<file path="config.mk">
export PLATFORM = sky130hd
export DESIGN_NAME = led_keyframe_pattern_builder_flat
export DESIGN_NICKNAME = d
export VERILOG_FILES = /design/src/hw/rtl/lkpb_pkg.sv /design/src/hw/rtl/lkpb_if.sv /design/src/hw/rtl/lkpb_ram.sv /design/src/hw/rtl/lkpb_front.sv /design/src/hw/rtl/lkpb_cmd_fifo.sv /design/src/hw/rtl/lkpb_div.sv /design/src/hw/rtl/lkpb_back.sv /design/src/hw/rtl/led_keyframe_pattern_builder.sv /design/src/flat_wrapper.sv
export SDC_FILE = /design/constraint.sdc
export NUM_CORES = 1
export LEC_CHECK = 0
export BUFFER_PORTS_ARGS = -buffer_cell sky130_fd_sc_hd__buf_2
export CAP_MARGIN = 10
export CORE_MARGIN = 2
export CORE_UTILIZATION = 55
export CTS_CLUSTER_DIAMETER = 80
export CTS_CLUSTER_SIZE = 12
export DETAILED_ROUTE_END_ITERATION = 8
export PLACE_DENSITY = 0.68
export SLEW_MARGIN = 10
export SYNTH_ARGS = -nofsm -noshare
export SYNTH_HDL_FRONTEND = slang
export SYNTH_SLANG_ARGS = --single-unit
export TNS_END_PERCENT = 100
</file>
<file path="constraint.sdc">
create_clock -name clk -period 5 [get_ports clk]
set_input_delay 0.25 -clock clk [delete_from_list [all_inputs] [get_ports clk]]
set_output_delay 0.25 -clock clk [all_outputs]
set_load 0.005 [all_outputs]
</file>
<file path="src/hw/rtl/lkpb_pkg.sv">
package lkpb_pkg;

  localparam int PATTERN_SAMPLES_DEF = 32;

  localparam int FUNC_W   = 3;
  localparam int SAMPLE_W = 6;
  localparam int CHAN_W   = 8;
  localparam int NUM_CHAN = 3;
  localparam int COLOUR_W = CHAN_W * NUM_CHAN;
  localparam int INDEX_W  = 5;
  localparam int TIME_W   = 12;
  localparam int CFG_IDX_W = 4;

  localparam int QUEUE_DEPTH = 2;

  localparam logic [CFG_IDX_W-1:0] REG_STEP_TIME  = CFG_IDX_W'(0);
  localparam logic [CFG_IDX_W-1:0] REG_LOOP_PAUSE = CFG_IDX_W'(1);

  typedef enum logic [FUNC_W-1:0] {
    OP_ADD  = 3'd0,
    OP_DEL  = 3'd1,
    OP_CLR  = 3'd2,
    OP_PLAY = 3'd3,
    OP_STOP = 3'd4
  } op_t;

  typedef struct packed {
    op_t                 op;
    logic [SAMPLE_W-1:0] slot;
    logic [COLOUR_W-1:0] colour;
    logic                hold;
  } cmd_t;

  // Divider request: per-channel magnitude of (next - current) and its sign.
  typedef struct packed {
    logic                              start;
    logic [NUM_CHAN-1:0]               neg;
    logic [NUM_CHAN-1:0][CHAN_W-1:0]   mag;
  } div_req_t;

  typedef struct packed {
    logic                              done;
    logic [NUM_CHAN-1:0][CHAN_W-1:0]   quot;
  } div_rsp_t;

  function automatic logic [CHAN_W-1:0] sat_byte(input logic [TIME_W-1:0] v);
    sat_byte = (|v[TIME_W-1:CHAN_W]) ? {CHAN_W{1'b1}} : v[CHAN_W-1:0];
  endfunction

endpackage

</file>
<file path="src/hw/rtl/lkpb_if.sv">
interface lkpb_cmd_if import lkpb_pkg::*; ();
  logic                valid;
  logic                ready;
  logic [FUNC_W-1:0]   func;
  logic [SAMPLE_W-1:0] sample;
  logic [CHAN_W-1:0]   red;
  logic [CHAN_W-1:0]   green;
  logic [CHAN_W-1:0]   blue;
  logic                hold;

  modport source (output valid, func, sample, red, green, blue, hold, input ready);
  modport sink   (input valid, func, sample, red, green, blue, hold, output ready);
endinterface

interface lkpb_smp_if import lkpb_pkg::*; ();
  logic               valid;
  logic               ready;
  logic [INDEX_W-1:0] sample_index;
  logic [CHAN_W-1:0]  out_red;
  logic [CHAN_W-1:0]  out_green;
  logic [CHAN_W-1:0]  out_blue;
  logic [CHAN_W-1:0]  step_delay;
  logic [CHAN_W-1:0]  loop_pause;
  logic               last;

  modport source (output valid, sample_index, out_red, out_green, out_blue,
                  step_delay, loop_pause, last, input ready);
  modport sink   (input valid, sample_index, out_red, out_green, out_blue,
                  step_delay, loop_pause, last, output ready);
endinterface

interface lkpb_cfg_if import lkpb_pkg::*; ();
  logic                 valid;
  logic                 ready;
  logic [CFG_IDX_W-1:0] index;
  logic [TIME_W-1:0]    data;

  modport source (output valid, index, data, input ready);
  modport sink   (input valid, index, data, output ready);
endinterface

</file>
<file path="src/hw/rtl/lkpb_ram.sv">
module lkpb_ram #(
  parameter int WIDTH = 8,
  parameter int DEPTH = 32
) (
  input  logic                     clk,
  input  logic                     we,
  input  logic [$clog2(DEPTH)-1:0] waddr,
  input  logic [WIDTH-1:0]         wdata,
  input  logic [$clog2(DEPTH)-1:0] raddr,
  output logic [WIDTH-1:0]         rdata
);

  logic [WIDTH-1:0] mem [DEPTH];

  always_ff @(posedge clk) begin
    if (we) begin
      mem[waddr] <= wdata;
    end
    rdata <= mem[raddr];
  end

endmodule

</file>
<file path="src/hw/rtl/lkpb_front.sv">
module lkpb_front import lkpb_pkg::*; #(
  parameter int PATTERN_SAMPLES = PATTERN_SAMPLES_DEF
) (
  input  logic       clk,
  input  logic       rst,
  lkpb_cmd_if.sink   cmd,
  input  logic       full,
  output logic       push,
  output cmd_t       word
);

  logic   playing;
  logic   accept;
  logic   in_range;
  op_t    op;

  assign cmd.ready = !full;
  assign accept    = cmd.valid && cmd.ready;
  assign op        = op_t'(cmd.func);
  assign in_range  = int'(cmd.sample) < PATTERN_SAMPLES;

  assign word.op     = op;
  assign word.slot   = cmd.sample;
  assign word.colour = {cmd.red, cmd.green, cmd.blue};
  assign word.hold   = cmd.hold;

  // Drop beats that change nothing; queue the rest in order.
  always_comb begin
    push = 1'b0;
    case (op)
      OP_ADD, OP_DEL:   push = accept && in_range;
      OP_CLR, OP_PLAY:  push = accept;
      OP_STOP:          push = accept && playing;
      default:          push = 1'b0;
    endcase
  end

  always_ff @(posedge clk) begin
    if (rst) begin
      playing <= 1'b0;
    end else if (accept) begin
      if (op == OP_PLAY) begin
        playing <= 1'b1;
      end else if (op == OP_STOP) begin
        playing <= 1'b0;
      end
    end
  end

endmodule

</file>
<file path="src/hw/rtl/lkpb_cmd_fifo.sv">
module lkpb_cmd_fifo import lkpb_pkg::*; (
  input  logic clk,
  input  logic rst,
  input  logic push,
  input  cmd_t push_word,
  output logic full,
  input  logic pop,
  output logic avail,
  output cmd_t head
);

  localparam int PTR_W = (QUEUE_DEPTH > 1) ? $clog2(QUEUE_DEPTH) : 1;
  localparam int CNT_W = $clog2(QUEUE_DEPTH + 1);

  cmd_t             entry [QUEUE_DEPTH];
  logic [PTR_W-1:0] wr_ptr;
  logic [PTR_W-1:0] rd_ptr;
  logic [CNT_W-1:0] count;

  assign full  = count == CNT_W'(QUEUE_DEPTH);
  assign avail = count != '0;
  assign head  = entry[rd_ptr];

  always_ff @(posedge clk) begin
    if (push) begin
      entry[wr_ptr] <= push_word;
    end
  end

  always_ff @(posedge clk) begin
    if (rst) begin
      wr_ptr <= '0;
      rd_ptr <= '0;
      count  <= '0;
    end else begin
      if (push) begin
        wr_ptr <= (wr_ptr == PTR_W'(QUEUE_DEPTH - 1)) ? '0 : wr_ptr + 1'b1;
      end
      if (pop) begin
        rd_ptr <= (rd_ptr == PTR_W'(QUEUE_DEPTH - 1)) ? '0 : rd_ptr + 1'b1;
      end
      if (push && !pop) begin
        count <= count + 1'b1;
      end else if (pop && !push) begin
        count <= count - 1'b1;
      end
    end
  end

endmodule

</file>
<file path="src/hw/rtl/lkpb_div.sv">
module lkpb_div import lkpb_pkg::*; #(
  parameter int DVS_W = 5
) (
  input  logic             clk,
  input  logic             rst,
  input  div_req_t         req,
  input  logic [DVS_W-1:0] dvs,
  output div_rsp_t         rsp
);

  localparam int CNT_W = $clog2(CHAN_W + 1);

  logic                            busy;
  logic                            done;
  logic [CNT_W-1:0]                cnt;
  logic [DVS_W-1:0]                dvs_q;
  logic [NUM_CHAN-1:0]             neg_q;
  logic [NUM_CHAN-1:0][CHAN_W-1:0] q;
  logic [NUM_CHAN-1:0][DVS_W-1:0]  rem;
  logic [NUM_CHAN-1:0][DVS_W:0]    trial;
  logic [NUM_CHAN-1:0]             fits;

  // One restoring step per cycle, all three channels share the divisor.
  always_comb begin
    for (int c = 0; c < NUM_CHAN; c++) begin
      trial[c] = {rem[c], q[c][CHAN_W-1]};
      fits[c]  = trial[c] >= {1'b0, dvs_q};
    end
  end

  always_ff @(posedge clk) begin
    if (rst) begin
      busy <= 1'b0;
      cnt  <= '0;
      done <= 1'b0;
    end else begin
      done <= busy && (cnt == CNT_W'(1));
      if (req.start) begin
        busy <= 1'b1;
        cnt  <= CNT_W'(CHAN_W);
      end else if (busy) begin
        cnt <= cnt - 1'b1;
        if (cnt == CNT_W'(1)) begin
          busy <= 1'b0;
        end
      end
    end
  end

  always_ff @(posedge clk) begin
    if (req.start) begin
      dvs_q <= dvs;
      neg_q <= req.neg;
      for (int c = 0; c < NUM_CHAN; c++) begin
        q[c]   <= req.mag[c];
        rem[c] <= '0;
      end
    end else if (busy) begin
      for (int c = 0; c < NUM_CHAN; c++) begin
        q[c]   <= {q[c][CHAN_W-2:0], fits[c]};
        rem[c] <= fits[c] ? DVS_W'(trial[c] - {1'b0, dvs_q}) : trial[c][DVS_W-1:0];
      end
    end
  end

  // Truncate toward zero: negate the magnitude quotient.
  always_comb begin
    rsp.done = done;
    for (int c = 0; c < NUM_CHAN; c++) begin
      rsp.quot[c] = neg_q[c] ? CHAN_W'(-q[c]) : q[c];
    end
  end

endmodule

</file>
<file path="src/hw/rtl/lkpb_back.sv">
module lkpb_back import lkpb_pkg::*; #(
  parameter int PATTERN_SAMPLES = PATTERN_SAMPLES_DEF
) (
  input  logic              clk,
  input  logic              rst,
  input  logic              avail,
  input  cmd_t              head,
  output logic              pop,
  input  logic [TIME_W-1:0] step_time,
  input  logic [TIME_W-1:0] loop_pause_time,
  lkpb_smp_if.source        smp
);

  localparam int SLOT_W = (PATTERN_SAMPLES > 1) ? $clog2(PATTERN_SAMPLES) : 1;
  localparam int CNT_W  = SLOT_W + 1;
  localparam logic [CNT_W-1:0] NUM      = CNT_W'(PATTERN_SAMPLES);
  localparam logic [CNT_W-1:0] LAST_IDX = CNT_W'(PATTERN_SAMPLES - 1);

  typedef enum logic [7:0] {
    ST_IDLE = 8'b0000_0001,
    ST_SCAN = 8'b0000_0010,
    ST_GOT  = 8'b0000_0100,
    ST_LEAD = 8'b0000_1000,
    ST_DIV  = 8'b0001_0000,
    ST_SEG  = 8'b0010_0000,
    ST_TAIL = 8'b0100_0000,
    ST_ZERO = 8'b1000_0000
  } state_t;

  state_t                          state;
  logic [PATTERN_SAMPLES-1:0]      slot_valid;
  logic [CNT_W-1:0]                p;
  logic [CNT_W-1:0]                s;
  logic [CNT_W-1:0]                i;
  logic                            have_key;
  logic [NUM_CHAN-1:0][CHAN_W-1:0] acc;
  logic [NUM_CHAN-1:0][CHAN_W-1:0] step;
  logic [COLOUR_W-1:0]             b_col;

  logic [CNT_W-1:0]                slot_ext;
  logic [COLOUR_W:0]               rd_word;
  logic [NUM_CHAN-1:0][CHAN_W-1:0] rd_col;
  logic                            rd_hold;
  logic                            emit_ok;
  logic                            emit;
  logic [COLOUR_W-1:0]             emit_col;
  logic                            emit_dly;
  logic                            ram_we;
  logic [SLOT_W-1:0]               ram_waddr;
  logic [COLOUR_W:0]               ram_wdata;
  div_req_t                        dreq;
  div_rsp_t                        drsp;
  logic [SLOT_W-1:0]               span;

  assign slot_ext = CNT_W'(head.slot);
  assign pop      = (state == ST_IDLE) && avail;
  // Reset writes slot 0 black; afterwards only add writes the table.
  assign ram_we    = rst || (pop && (head.op == OP_ADD));
  assign ram_waddr = rst ? '0 : slot_ext[SLOT_W-1:0];
  assign ram_wdata = rst ? '0 : {head.hold, head.colour};
  assign rd_col   = rd_word[COLOUR_W-1:0];
  assign rd_hold  = rd_word[COLOUR_W];
  assign span     = SLOT_W'(p - s);

  lkpb_ram #(
    .WIDTH (COLOUR_W + 1),
    .DEPTH (PATTERN_SAMPLES)
  ) u_slot_ram (
    .clk   (clk),
    .we    (ram_we),
    .waddr (ram_waddr),
    .wdata (ram_wdata),
    .raddr (p[SLOT_W-1:0]),
    .rdata (rd_word)
  );

  always_comb begin
    dreq.start = (state == ST_GOT) && have_key && !rd_hold;
    for (int c = 0; c < NUM_CHAN; c++) begin
      dreq.neg[c] = rd_col[c] < acc[c];
      dreq.mag[c] = dreq.neg[c] ? acc[c] - rd_col[c] : rd_col[c] - acc[c];
    end
  end

  lkpb_div #(
    .DVS_W (SLOT_W)
  ) u_div (
    .clk (clk),
    .rst (rst),
    .req (dreq),
    .dvs (span),
    .rsp (drsp)
  );

  // Load the output register whenever it is empty or being drained.
  assign emit_ok  = !smp.valid || smp.ready;
  assign emit     = emit_ok && (((state == ST_LEAD) && (i != s)) || (state == ST_SEG) ||
                                (state == ST_TAIL) || (state == ST_ZERO));
  assign emit_col = ((state == ST_SEG) || (state == ST_TAIL)) ? acc : '0;
  assign emit_dly = state != ST_ZERO;

  always_ff @(posedge clk) begin
    if (emit) begin
      smp.sample_index <= INDEX_W'(i);
      {smp.out_red, smp.out_green, smp.out_blue} <= emit_col;
      smp.step_delay   <= emit_dly ? sat_byte(step_time) : '0;
      smp.loop_pause   <= emit_dly ? sat_byte(loop_pause_time) : '0;
      smp.last         <= i == LAST_IDX;
    end
  end

  always_ff @(posedge clk) begin
    if (rst) begin
      state      <= ST_IDLE;
      slot_valid <= PATTERN_SAMPLES'(1);
      smp.valid  <= 1'b0;
      have_key   <= 1'b0;
    end else begin
      if (emit) begin
        smp.valid <= 1'b1;
        i         <= i + 1'b1;
      end else if (smp.ready) begin
        smp.valid <= 1'b0;
      end

      case (state)
        ST_IDLE: begin
          if (avail) begin
            case (head.op)
              OP_ADD:  slot_valid[slot_ext[SLOT_W-1:0]] <= 1'b1;
              OP_DEL:  slot_valid[slot_ext[SLOT_W-1:0]] <= 1'b0;
              OP_CLR:  slot_valid <= '0;
              OP_PLAY: begin
                p        <= '0;
                i        <= '0;
                acc      <= '0;
                have_key <= 1'b0;
                state    <= ST_SCAN;
              end
              OP_STOP: begin
                i     <= '0;
                state <= ST_ZERO;
              end
              default: ;
            endcase
          end
        end
        ST_SCAN: begin
          if (p == NUM) begin
            state <= ST_TAIL;
          end else if (slot_valid[p[SLOT_W-1:0]]) begin
            state <= ST_GOT;
          end else begin
            p <= p + 1'b1;
          end
        end
        ST_GOT: begin
          b_col <= rd_col;
          if (!have_key) begin
            have_key <= 1'b1;
            s        <= p;
            acc      <= rd_col;
            state    <= ST_LEAD;
          end else if (rd_hold) begin
            step  <= '0;
            state <= ST_SEG;
          end else begin
            state <= ST_DIV;
          end
        end
        ST_LEAD: begin
          // Zeros up to the first keyframe.
          if (i == s) begin
            p     <= s + 1'b1;
            state <= ST_SCAN;
          end
        end
        ST_DIV: begin
          if (drsp.done) begin
            step  <= drsp.quot;
            state <= ST_SEG;
          end
        end
        ST_SEG: begin
          if (emit) begin
            if (i + 1'b1 == p) begin
              acc   <= b_col;
              s     <= p;
              p     <= p + 1'b1;
              state <= ST_SCAN;
            end else begin
              for (int c = 0; c < NUM_CHAN; c++) begin
                acc[c] <= acc[c] + step[c];
              end
            end
          end
        end
        ST_TAIL, ST_ZERO: begin
          if (emit && (i == LAST_IDX)) begin
            state <= ST_IDLE;
          end
        end
        default: state <= ST_IDLE;
      endcase
    end
  end

endmodule

</file>
<file path="src/hw/rtl/led_keyframe_pattern_builder.sv">
// Keyframe pattern builder for an RGB LED. Command beats on cmd add or
// overwrite a keyframe slot (red, green, blue and a hold flag), delete one,
// clear the table, play or stop; slots at or beyond PATTERN_SAMPLES are
// ignored, and after reset only slot 0 holds a keyframe (black). Play streams
// PATTERN_SAMPLES beats on smp, sample 0 first: colours ramp linearly between
// keyframes with the per-sample step truncated toward zero, stay flat into a
// keyframe whose hold flag is set, hold the last keyframe to the end and are
// black before the first. Each play beat carries step_time and loop_pause_time
// from the cfg port (index 0 and 1), saturated to 255. Stop streams the same
// number of all-zero beats, but only after a play; last marks the final beat
// of every run. Write cfg only while no run is in flight. Reset writes slot 0
// black into the table, so hold rst for at least one clock.
// Rate: add, delete and clear are applied by the engine as it pops them; a play
// run is paced by a slot scan of one slot a cycle, a registered table read per
// keyframe and a shift-subtract divider per ramp, with one sample leaving per
// cycle when smp does not stall. A two-entry command queue lets cmd keep
// accepting beats while a run is being streamed.
module led_keyframe_pattern_builder import lkpb_pkg::*; #(
  parameter int PATTERN_SAMPLES = PATTERN_SAMPLES_DEF
) (
  input  logic        clk,
  input  logic        rst,
  lkpb_cmd_if.sink    cmd,
  lkpb_smp_if.source  smp,
  lkpb_cfg_if.sink    cfg
);

  logic [TIME_W-1:0] step_time;
  logic [TIME_W-1:0] loop_pause_time;

  logic q_full;
  logic q_push;
  cmd_t q_in;
  logic q_pop;
  logic q_avail;
  cmd_t q_head;

  // Register file: always ready, unknown indexes drop silently.
  assign cfg.ready = 1'b1;

  always_ff @(posedge clk) begin
    if (rst) begin
      step_time       <= '0;
      loop_pause_time <= '0;
    end else if (cfg.valid) begin
      case (cfg.index)
        REG_STEP_TIME:  step_time       <= cfg.data;
        REG_LOOP_PAUSE: loop_pause_time <= cfg.data;
        default: ;
      endcase
    end
  end

  // Front: accept and classify commands, track whether a play is live.
  lkpb_front #(
    .PATTERN_SAMPLES (PATTERN_SAMPLES)
  ) u_front (
    .clk  (clk),
    .rst  (rst),
    .cmd  (cmd),
    .full (q_full),
    .push (q_push),
    .word (q_in)
  );

  // Short queue parting the front from the engine.
  lkpb_cmd_fifo u_queue (
    .clk       (clk),
    .rst       (rst),
    .push      (q_push),
    .push_word (q_in),
    .full      (q_full),
    .pop       (q_pop),
    .avail     (q_avail),
    .head      (q_head)
  );

  // Back: keyframe table, ramp sequencer and output register.
  lkpb_back #(
    .PATTERN_SAMPLES (PATTERN_SAMPLES)
  ) u_back (
    .clk             (clk),
    .rst             (rst),
    .avail           (q_avail),
    .head            (q_head),
    .pop             (q_pop),
    .step_time       (step_time),
    .loop_pause_time (loop_pause_time),
    .smp             (smp)
  );

endmodule

</file>
<file path="src/flat_wrapper.sv">
// flat-port wrapper written by rule: the top's interface ports become plain ports
module led_keyframe_pattern_builder_flat import lkpb_pkg::*;
#(
  parameter int PATTERN_SAMPLES = PATTERN_SAMPLES_DEF
)
  (clk, rst, cmd_valid, cmd_func, cmd_sample, cmd_red, cmd_green, cmd_blue, cmd_hold, cmd_ready, smp_valid, smp_sample_index, smp_out_red, smp_out_green, smp_out_blue, smp_step_delay, smp_loop_pause, smp_last, smp_ready, cfg_valid, cfg_index, cfg_data, cfg_ready);
  lkpb_cmd_if cmd_i ();
  lkpb_smp_if smp_i ();
  lkpb_cfg_if cfg_i ();
  input  logic clk;
  input  logic rst;
  input wire logic [$bits(cmd_i.valid)-1:0] cmd_valid;
  input wire logic [$bits(cmd_i.func)-1:0] cmd_func;
  input wire logic [$bits(cmd_i.sample)-1:0] cmd_sample;
  input wire logic [$bits(cmd_i.red)-1:0] cmd_red;
  input wire logic [$bits(cmd_i.green)-1:0] cmd_green;
  input wire logic [$bits(cmd_i.blue)-1:0] cmd_blue;
  input wire logic [$bits(cmd_i.hold)-1:0] cmd_hold;
  output wire logic [$bits(cmd_i.ready)-1:0] cmd_ready;
  output wire logic [$bits(smp_i.valid)-1:0] smp_valid;
  output wire logic [$bits(smp_i.sample_index)-1:0] smp_sample_index;
  output wire logic [$bits(smp_i.out_red)-1:0] smp_out_red;
  output wire logic [$bits(smp_i.out_green)-1:0] smp_out_green;
  output wire logic [$bits(smp_i.out_blue)-1:0] smp_out_blue;
  output wire logic [$bits(smp_i.step_delay)-1:0] smp_step_delay;
  output wire logic [$bits(smp_i.loop_pause)-1:0] smp_loop_pause;
  output wire logic [$bits(smp_i.last)-1:0] smp_last;
  input wire logic [$bits(smp_i.ready)-1:0] smp_ready;
  input wire logic [$bits(cfg_i.valid)-1:0] cfg_valid;
  input wire logic [$bits(cfg_i.index)-1:0] cfg_index;
  input wire logic [$bits(cfg_i.data)-1:0] cfg_data;
  output wire logic [$bits(cfg_i.ready)-1:0] cfg_ready;
  assign cmd_i.valid = cmd_valid;
  assign cmd_i.func = cmd_func;
  assign cmd_i.sample = cmd_sample;
  assign cmd_i.red = cmd_red;
  assign cmd_i.green = cmd_green;
  assign cmd_i.blue = cmd_blue;
  assign cmd_i.hold = cmd_hold;
  assign cmd_ready = cmd_i.ready;
  assign smp_valid = smp_i.valid;
  assign smp_sample_index = smp_i.sample_index;
  assign smp_out_red = smp_i.out_red;
  assign smp_out_green = smp_i.out_green;
  assign smp_out_blue = smp_i.out_blue;
  assign smp_step_delay = smp_i.step_delay;
  assign smp_loop_pause = smp_i.loop_pause;
  assign smp_last = smp_i.last;
  assign smp_i.ready = smp_ready;
  assign cfg_i.valid = cfg_valid;
  assign cfg_i.index = cfg_index;
  assign cfg_i.data = cfg_data;
  assign cfg_ready = cfg_i.ready;
  led_keyframe_pattern_builder #(.PATTERN_SAMPLES(PATTERN_SAMPLES)) u_core (.clk(clk), .rst(rst), .cmd(cmd_i), .smp(smp_i), .cfg(cfg_i));
endmodule
</file>
* Word level (Yosys, flattened, before mapping)
Memory sizes are Yosys's and may differ from the RTL's. A register that Yosys moved wholly into a read port is not among the register bits.
Index checks and enable logic that the tools add are counted.
** Storage, ports and cells
- Register bits after elaboration :: 260
- Memory bits (writable) :: 868
- Input bits :: 55
- Output and inout port bits :: 49
- Word-level logic and storage cells :: 256
- Memories kept :: 2
** Memory list
- u_core.u_back.u_slot_ram.mem :: depth 32, width 25, rd ports 1, clocked after Yosys merged registers in 1, write ports 1, RTL line lkpb_ram.sv:13 : logic [WIDTH-1:0] mem [DEPTH];
- u_core.u_queue.entry :: depth 2, width 34, rd ports 1, clocked after Yosys merged registers in 1, write ports 1, RTL line lkpb_cmd_fifo.sv:15 : cmd_t entry [QUEUE_DEPTH];
** Operators by class
- $add $sub $neg :: 24
- Order comparisons :: 10
- Equal/unequal tests :: 39
- Mux-type cells :: 81
- Bitwise operators :: 4
- Reductions and logical operators :: 57
** Operators with widths (number)
- 2-to-1 mux 24 bit :: 10
- 2-to-1 mux 8 bit :: 16
- 2-to-1 mux 6 bit :: 16
- case mux 32 bit (3 select lines) :: 1
- case mux 24 bit (3 select lines) :: 1
- case mux 8 bit (7 select lines) :: 1
- case mux 24 bit (2 select lines) :: 1
- subtractor 8 bit :: 6
- AND 32 bit :: 1
- NOT 32 bit :: 1
- OR 32 bit :: 1
- 2-to-1 mux 25 bit :: 1
- adder 8 bit :: 3
- less-than comparator 8 bit :: 3
- negation 8 bit :: 3
- case mux 6 bit (4 select lines) :: 1
- 2-to-1 mux 5 bit :: 4
- subtractor 5 bit :: 4
- 2-to-1 mux 1 bit :: 19
- adder 6 x 1 -> 6 bit, second input constant :: 3
- >= comparator 6 x 5 -> 1 bit :: 3
- case mux 8 bit (2 select lines) :: 1
- nonzero test 2 bit :: 8
- logical AND 1 bit :: 14
- 51 further kinds :: 93

* Logic depth before layout (Yosys ltp)
- Depth after elaboration :: 10
- Mapped depth :: 11
- Gate-level depth less buffers :: 10

* Modules after synthesis
A second synthesis with hierarchy kept.
** Unflattened totals
- Cells, all modules :: 3459
- Area, all modules :: 50442.1 µm²
** Modules (own cells, without submodules)
- lkpb_ram :: times used 1, cells an instance 1778, area each 31828.0 µm², sequential area each 24523.5 µm²
- lkpb_back :: times used 1, cells an instance 1100, area each 11360.9 µm², sequential area each 4924.7 µm²
- lkpb_div :: times used 1, cells an instance 311, area each 3210.6 µm², sequential area each 1381.3 µm²
- lkpb_cmd_fifo :: times used 1, cells an instance 128, area each 2662.6 µm², sequential area each 2142.1 µm²
- led_keyframe_pattern_builder :: times used 1, cells an instance 97, area each 1042.2 µm², sequential area each 480.5 µm²
- lkpb_front :: times used 1, cells an instance 45, area each 337.8 µm², sequential area each 20.0 µm²

* Worst setup path after synthesis
Ideal clock, no wire load.
- Path kind :: register -> register
- From :: register u_core.u_back.state[7]
- To :: memory u_core.u_back.u_slot_ram.mem[10][0] in the netlist's numbering, enable pin
- Setup time :: 0.438 ns
- Arrival time :: 3.510 ns
- Data required time :: 4.562 ns
- Slack :: 1.051 ns
- Stages on the path, launching flop included :: 8
- Buffers on the path :: 2
- Clock period less this slack :: 3.949 ns
- Cells stage by stage :: dfxtp_1 > clkbuf_1 > nor4_2 > nand4b_1 > nor2_1 > nand3_1 > clkbuf_1 > nor3_1
** Between the ends
- Word-level cells in the longest chain between the ends :: 6
** Ends and longest elaborated chain
- start, declared :: RTL line lkpb_back.sv:30 : state_t state;
- start signal, assigned :: RTL line lkpb_back.sv:114 : state <= ST_IDLE;
- start signal, assigned :: RTL line lkpb_back.sv:138 : state <= ST_SCAN;
- start signal, assigned :: RTL line lkpb_back.sv:142 : state <= ST_ZERO;
- equality test 8 x 1 -> 1 bit :: RTL line lkpb_back.sv:56 : assign pop = (state == ST_IDLE) && avail;
- logical AND 1 bit :: RTL line lkpb_back.sv:56
- logical AND 1 bit :: RTL line lkpb_back.sv:58 : assign ram_we = rst || (pop && (head.op == OP_ADD));
- logical OR 1 bit :: RTL line lkpb_back.sv:58
- 2-to-1 mux 1 bit :: RTL line lkpb_ram.sv:16 : if (we) begin
- 2-to-1 mux 1 bit (implied by the code) :: RTL line lkpb_ram.sv:17 : mem[waddr] <= wdata;
- end, declared :: RTL line lkpb_ram.sv:13
Every way passes these cells.

* Worst setup path after layout
- From :: register u_core.u_back.state[1]
- To :: register u_core.u_back.smp.out_blue[0], enable pin
** Between the ends
- Word-level cells in the longest chain between the ends :: 6
- Elaborated cells between the ends (all ways) :: 9
- Classes of those cells :: eq/ne (4); reduce/logical (5)
** Ends and longest elaborated chain
- equality test 8 x 4 -> 1 bit :: RTL line lkpb_back.sv:97 : assign emit = emit_ok && (((state == ST_LEAD) && (i != s)) || (state == ST_SEG) ||
- logical AND 1 bit :: RTL line lkpb_back.sv:97
- logical OR 1 bit (2 in series) :: RTL line lkpb_back.sv:97
- logical OR 1 bit (*) :: RTL line lkpb_back.sv:98 : (state == ST_TAIL) || (state == ST_ZERO));
- logical AND 1 bit (*) :: RTL line lkpb_back.sv:97
- via u_core.u_back.emit :: RTL line lkpb_back.sv:45 : logic emit;
- end signal, assigned :: RTL line lkpb_back.sv:105 : {smp.out_red, smp.out_green, smp.out_blue} <= emit_col;
- end, declared :: RTL line lkpb_if.sv:26 : modport source (output valid, sample_index, out_red, out_green, out_blue,
Mark *: on every way through the listed nets, which the timed path passes. The rest lies on a longest branch.
A chain may end at the register's enable or synchronous reset.

==> results.json <==
{
  "final_cells": 4482,
  "final_max_slew_viol_count": 0,
  "max_freq_mhz": 274,
  "drc": 0,
  "synth_most_common_cell": "sky130_fd_sc_hd__edfxtp_1",
  "cells_on_worst_hold_path": 3,
  "synth_top_cells_by_count": "sky130_fd_sc_hd__edfxtp_1, sky130_fd_sc_hd__mux4_2, sky130_fd_sc_hd__nor2_1, sky130_fd_sc_hd__nand2_1, sky130_fd_sc_hd__o21ai_0",
  "worst_slew_margin_rel": 0.186,
  "clkTransAtPathRegs_ns": 0.07,
  "top_level_ports": 104,
  "io_buffers": 102,
  "worstHoldStart": "smp_ready",
  "die-area_sq_um": 91400,
  "finalWirelength_um": 121000,
  "timing.critical_path.slowest_cell_delay_ns": 0.77,
  "tightest_slew_ns": 1.22,
  "final_nets": 3412,
  "cp.arrival_ns": 3.95,
  "initial_core_util": 0.555,
  "antenna-diode-count": 0,
  "unrepaired_setup_endpoints_after_global_routing": "false",
  "dp_hpwl_um": 76000,
  "critPathSlowestCell": "sky130_fd_sc_hd__a31oi_4",
  "drt_pass1_iterations": 6,
  "outcome": "finished clean",
  "timing.clock.skew_ns": 0.0486,
  "r2r-end": "u_core.u_back.smp.out_blue[0]",
  "min-delay-path-class": "in -> reg",
  "synth-seq-area-share": 0.682,
  "die_height_um": 302,
  "grt_antenna_before_repair": 5,
  "clock_tree.root_cell": "sky130_fd_sc_hd__clkbuf_16",
  "place_inst": 4255,
  "fillerInstances": 6236,
  "timing.hold.worst_endpoint": "u_core.u_back.smp.valid",
  "grt_pass1_wl_um": 180000,
  "postCtsResizedCells": 0,
  "layout-drive-gt1-share": 0.198,
  "synthCells": 3048,
  "via_count_of_the_first_global_routing_pass": 28100,
  "regToRegStartpoint": "u_core.u_back.state[1]",
  "number_of_nets_in_the_synthesized_netlist": 3209,
  "power.density_nw_per_um2": 417,
  "core_area_sq_um": 88200,
  "cts_htree_levels": 3,
  "post_synth_num_cell_types": 80,
  "core_utilization_of_the_finished_layout": 0.624,
  "synth_seq_cells": 1152,
  "timing.setup.critical_path_class": "reg -> reg",
  "static-leakage-power_nw": 18.6,
  "cts.sink_count": 1152,
  "proportion_of_synthesized_flip_flops_having_asynchronous_set_or_reset": 0,
  "gp_congestion": 0.877,
  "worst-endpoint-required_ns": 5.30,
  "grt_usage": 0.268,
  "tritoncts": "yes",
  "die-width_um": 302,
  "vias": 27900,
  "start_kind": "flip-flop",
  "crit_chain": "or4_4 > or3_4 > or3b_1 > a31oi_4 > buf_4",
  "number_of_warnings_issued_by_yosys": 0,
  "worst_ir_drop_vdd_uv": 321,
  "final-hold-violation-count": 0,
  "layout_min_cycle_time_ns": 3.64,
  "grt_remaining_overflow": 0,
  "core.rowCount": 109,
  "ff2ff_setup_slack_ns": 1.36,
  "r2r_cells": 5,
  "mappedNetlistArea_sq_um": 49000,
  "detail-route-antenna-nets": 0,
  "post-synth-top-area-cell": "sky130_fd_sc_hd__edfxtp_1",
  "area.growth.synth_to_final_pct": 12.5,
  "post_synth.cell_area_avg_sq_um": 16.1,
  "post_cts_hold_buffer_count": 52,
  "maxCapViolCount": 0,
  "postSynth.topFlopCell": "sky130_fd_sc_hd__edfxtp_1",
  "synth_edf_count": 1034,
  "fin_tns_setup_ns": 0,
  "ctsLongestPathBuffers": 3,
  "postCtsSetupBuffers": 0,
  "netlist.area_leader.share": 0.634,
  "synth.top_cells.by_area": "sky130_fd_sc_hd__edfxtp_1, sky130_fd_sc_hd__mux4_2, sky130_fd_sc_hd__dfxtp_1, sky130_fd_sc_hd__ha_1, sky130_fd_sc_hd__mux2i_1",
  "crit_end_category": "flip-flop",
  "crit_path_max_fanout": 28,
  "finalSetupViolCount": 0,
  "clock_insertion_delay_worst_skew_ns": 0.70,
  "route.detailed.vias_per_inst": 6.22,
  "min_period_over_period": 0.729,
  "first_iter_violations": 3208,
  "routedWlPerCell_um": 27.0,
  "numCtsBuffers": 107,
  "grt_max_degree": 121
}
layout by cell type (no fill, tap or decap), drive strengths merged, types with 49 or more instances in the layout:
cell type,count
edfxtp,1034
mux2i,91
a21oi,100
xnor2,49
dlygate4sd3,52
ha,93
o21ai,145
clkbuf,165
inv,119
nor2,239
dfxtp,118
buf,204
mux4,253
nand2,183
nor3,84
worst max path at each step:
stage                      startpoint                                  end  slack (ns)  cells past startpoint
6_report       u_core.u_back.state[1]        u_core.u_back.smp.out_blue[0]        1.36                      5
5_1_grt        u_core.u_back.state[1]        u_core.u_back.smp.out_blue[4]        1.18                      5
4_1_cts        u_core.u_back.state[1]       u_core.u_back.smp.out_green[5]        1.36                      5
3_5_place_dp   u_core.u_back.state[1]       u_core.u_back.smp.out_green[6]        1.41                      5
3_3_place_gp   u_core.u_back.state[1]       u_core.u_back.smp.out_green[4]        1.48                      5
2_1_floorplan  u_core.u_back.state[7]  u_core.u_back.u_slot_ram.mem[10][0]        1.05                      7
worst max-delay path: cells and delay by family (launching register included):
kind,cells,cell delay (ns)
buf+inv,1,0.51
flops,1,0.37
simple gates,3,1.57
compound gates,1,0.77
area by class of cell:
type | count | area (sq um) | area share
sequential | 1152 | 33400 | 0.607
tap | 1165 | 1460 | 0.0265
inverter | 115 | 432 | 0.00784
timing repair buffer | 256 | 1870 | 0.0340
multi-input combinational | 1619 | 14800 | 0.268
clock inverter | 10 | 229 | 0.00416
clock buffer | 165 | 2900 | 0.0526
where the power goes:
part	internal, mW	total (mW)	leakage [nW]	switching (mW)
Sequential	10.9	11.2	10.4	0.280
Clock	4.04	7.54	1.48	3.50
Combinational	1.66	4.23	6.71	2.58
Total	16.6	23.0	18.6	6.35
registers in the layout, summed over array words and instances (netlist names), 15 cells and up, named ones only:
name and count:
u_core.u_back.acc 24, u_core.u_back.b_col 24, u_core.u_back.slot_valid 32, u_core.u_back.step 24
u_core.u_back.u_div.q 24, u_core.u_back.u_div.rem 15, u_core.u_back.u_slot_ram.mem 800, u_core.u_back.u_slot_ram.rdata 25
u_core.u_queue.entry 66
stage by stage:
stage	area (sq um)	total power [mW]	hold WS [ns]	worst slack, ns
floorplan	49000	14.1	0.349	1.05
global placement	51400	15.5	0.437	1.48
detailed placement	51400	15.6	0.441	1.41
CTS	55100	23.1	0.107	1.36
global route	55100	23.8	0.135	1.18
finish	55100	23.0	0.148	1.36
metal layers:
layer | vias to the layer above | routed length [um] | track usage | part of all wire
li1 | 12100 | - | - | -
met1 | 14400 | 45500 | 0.344 | 0.38
met2 | 1159 | 63700 | 0.478 | 0.53
met3 | 218 | 7670 | 0.0308 | 0.063
met4 | 0 | 4120 | 0.0870 | 0.034
met5 | - | 0 | 0 | 0
kinds of logic after synthesis:
kind of cell	count (synthesis)	share of synthesized area
flops	1152	0.682
simple gates	656	0.0607
compound gates	412	0.0527
mux	353	0.137
buf+inv	277	0.0218
fa+ha+maj	106	0.0291
xor+xnor	91	0.0163
other cells	1	0.0000766
Note: power is estimated with default switching activity, not from simulation.
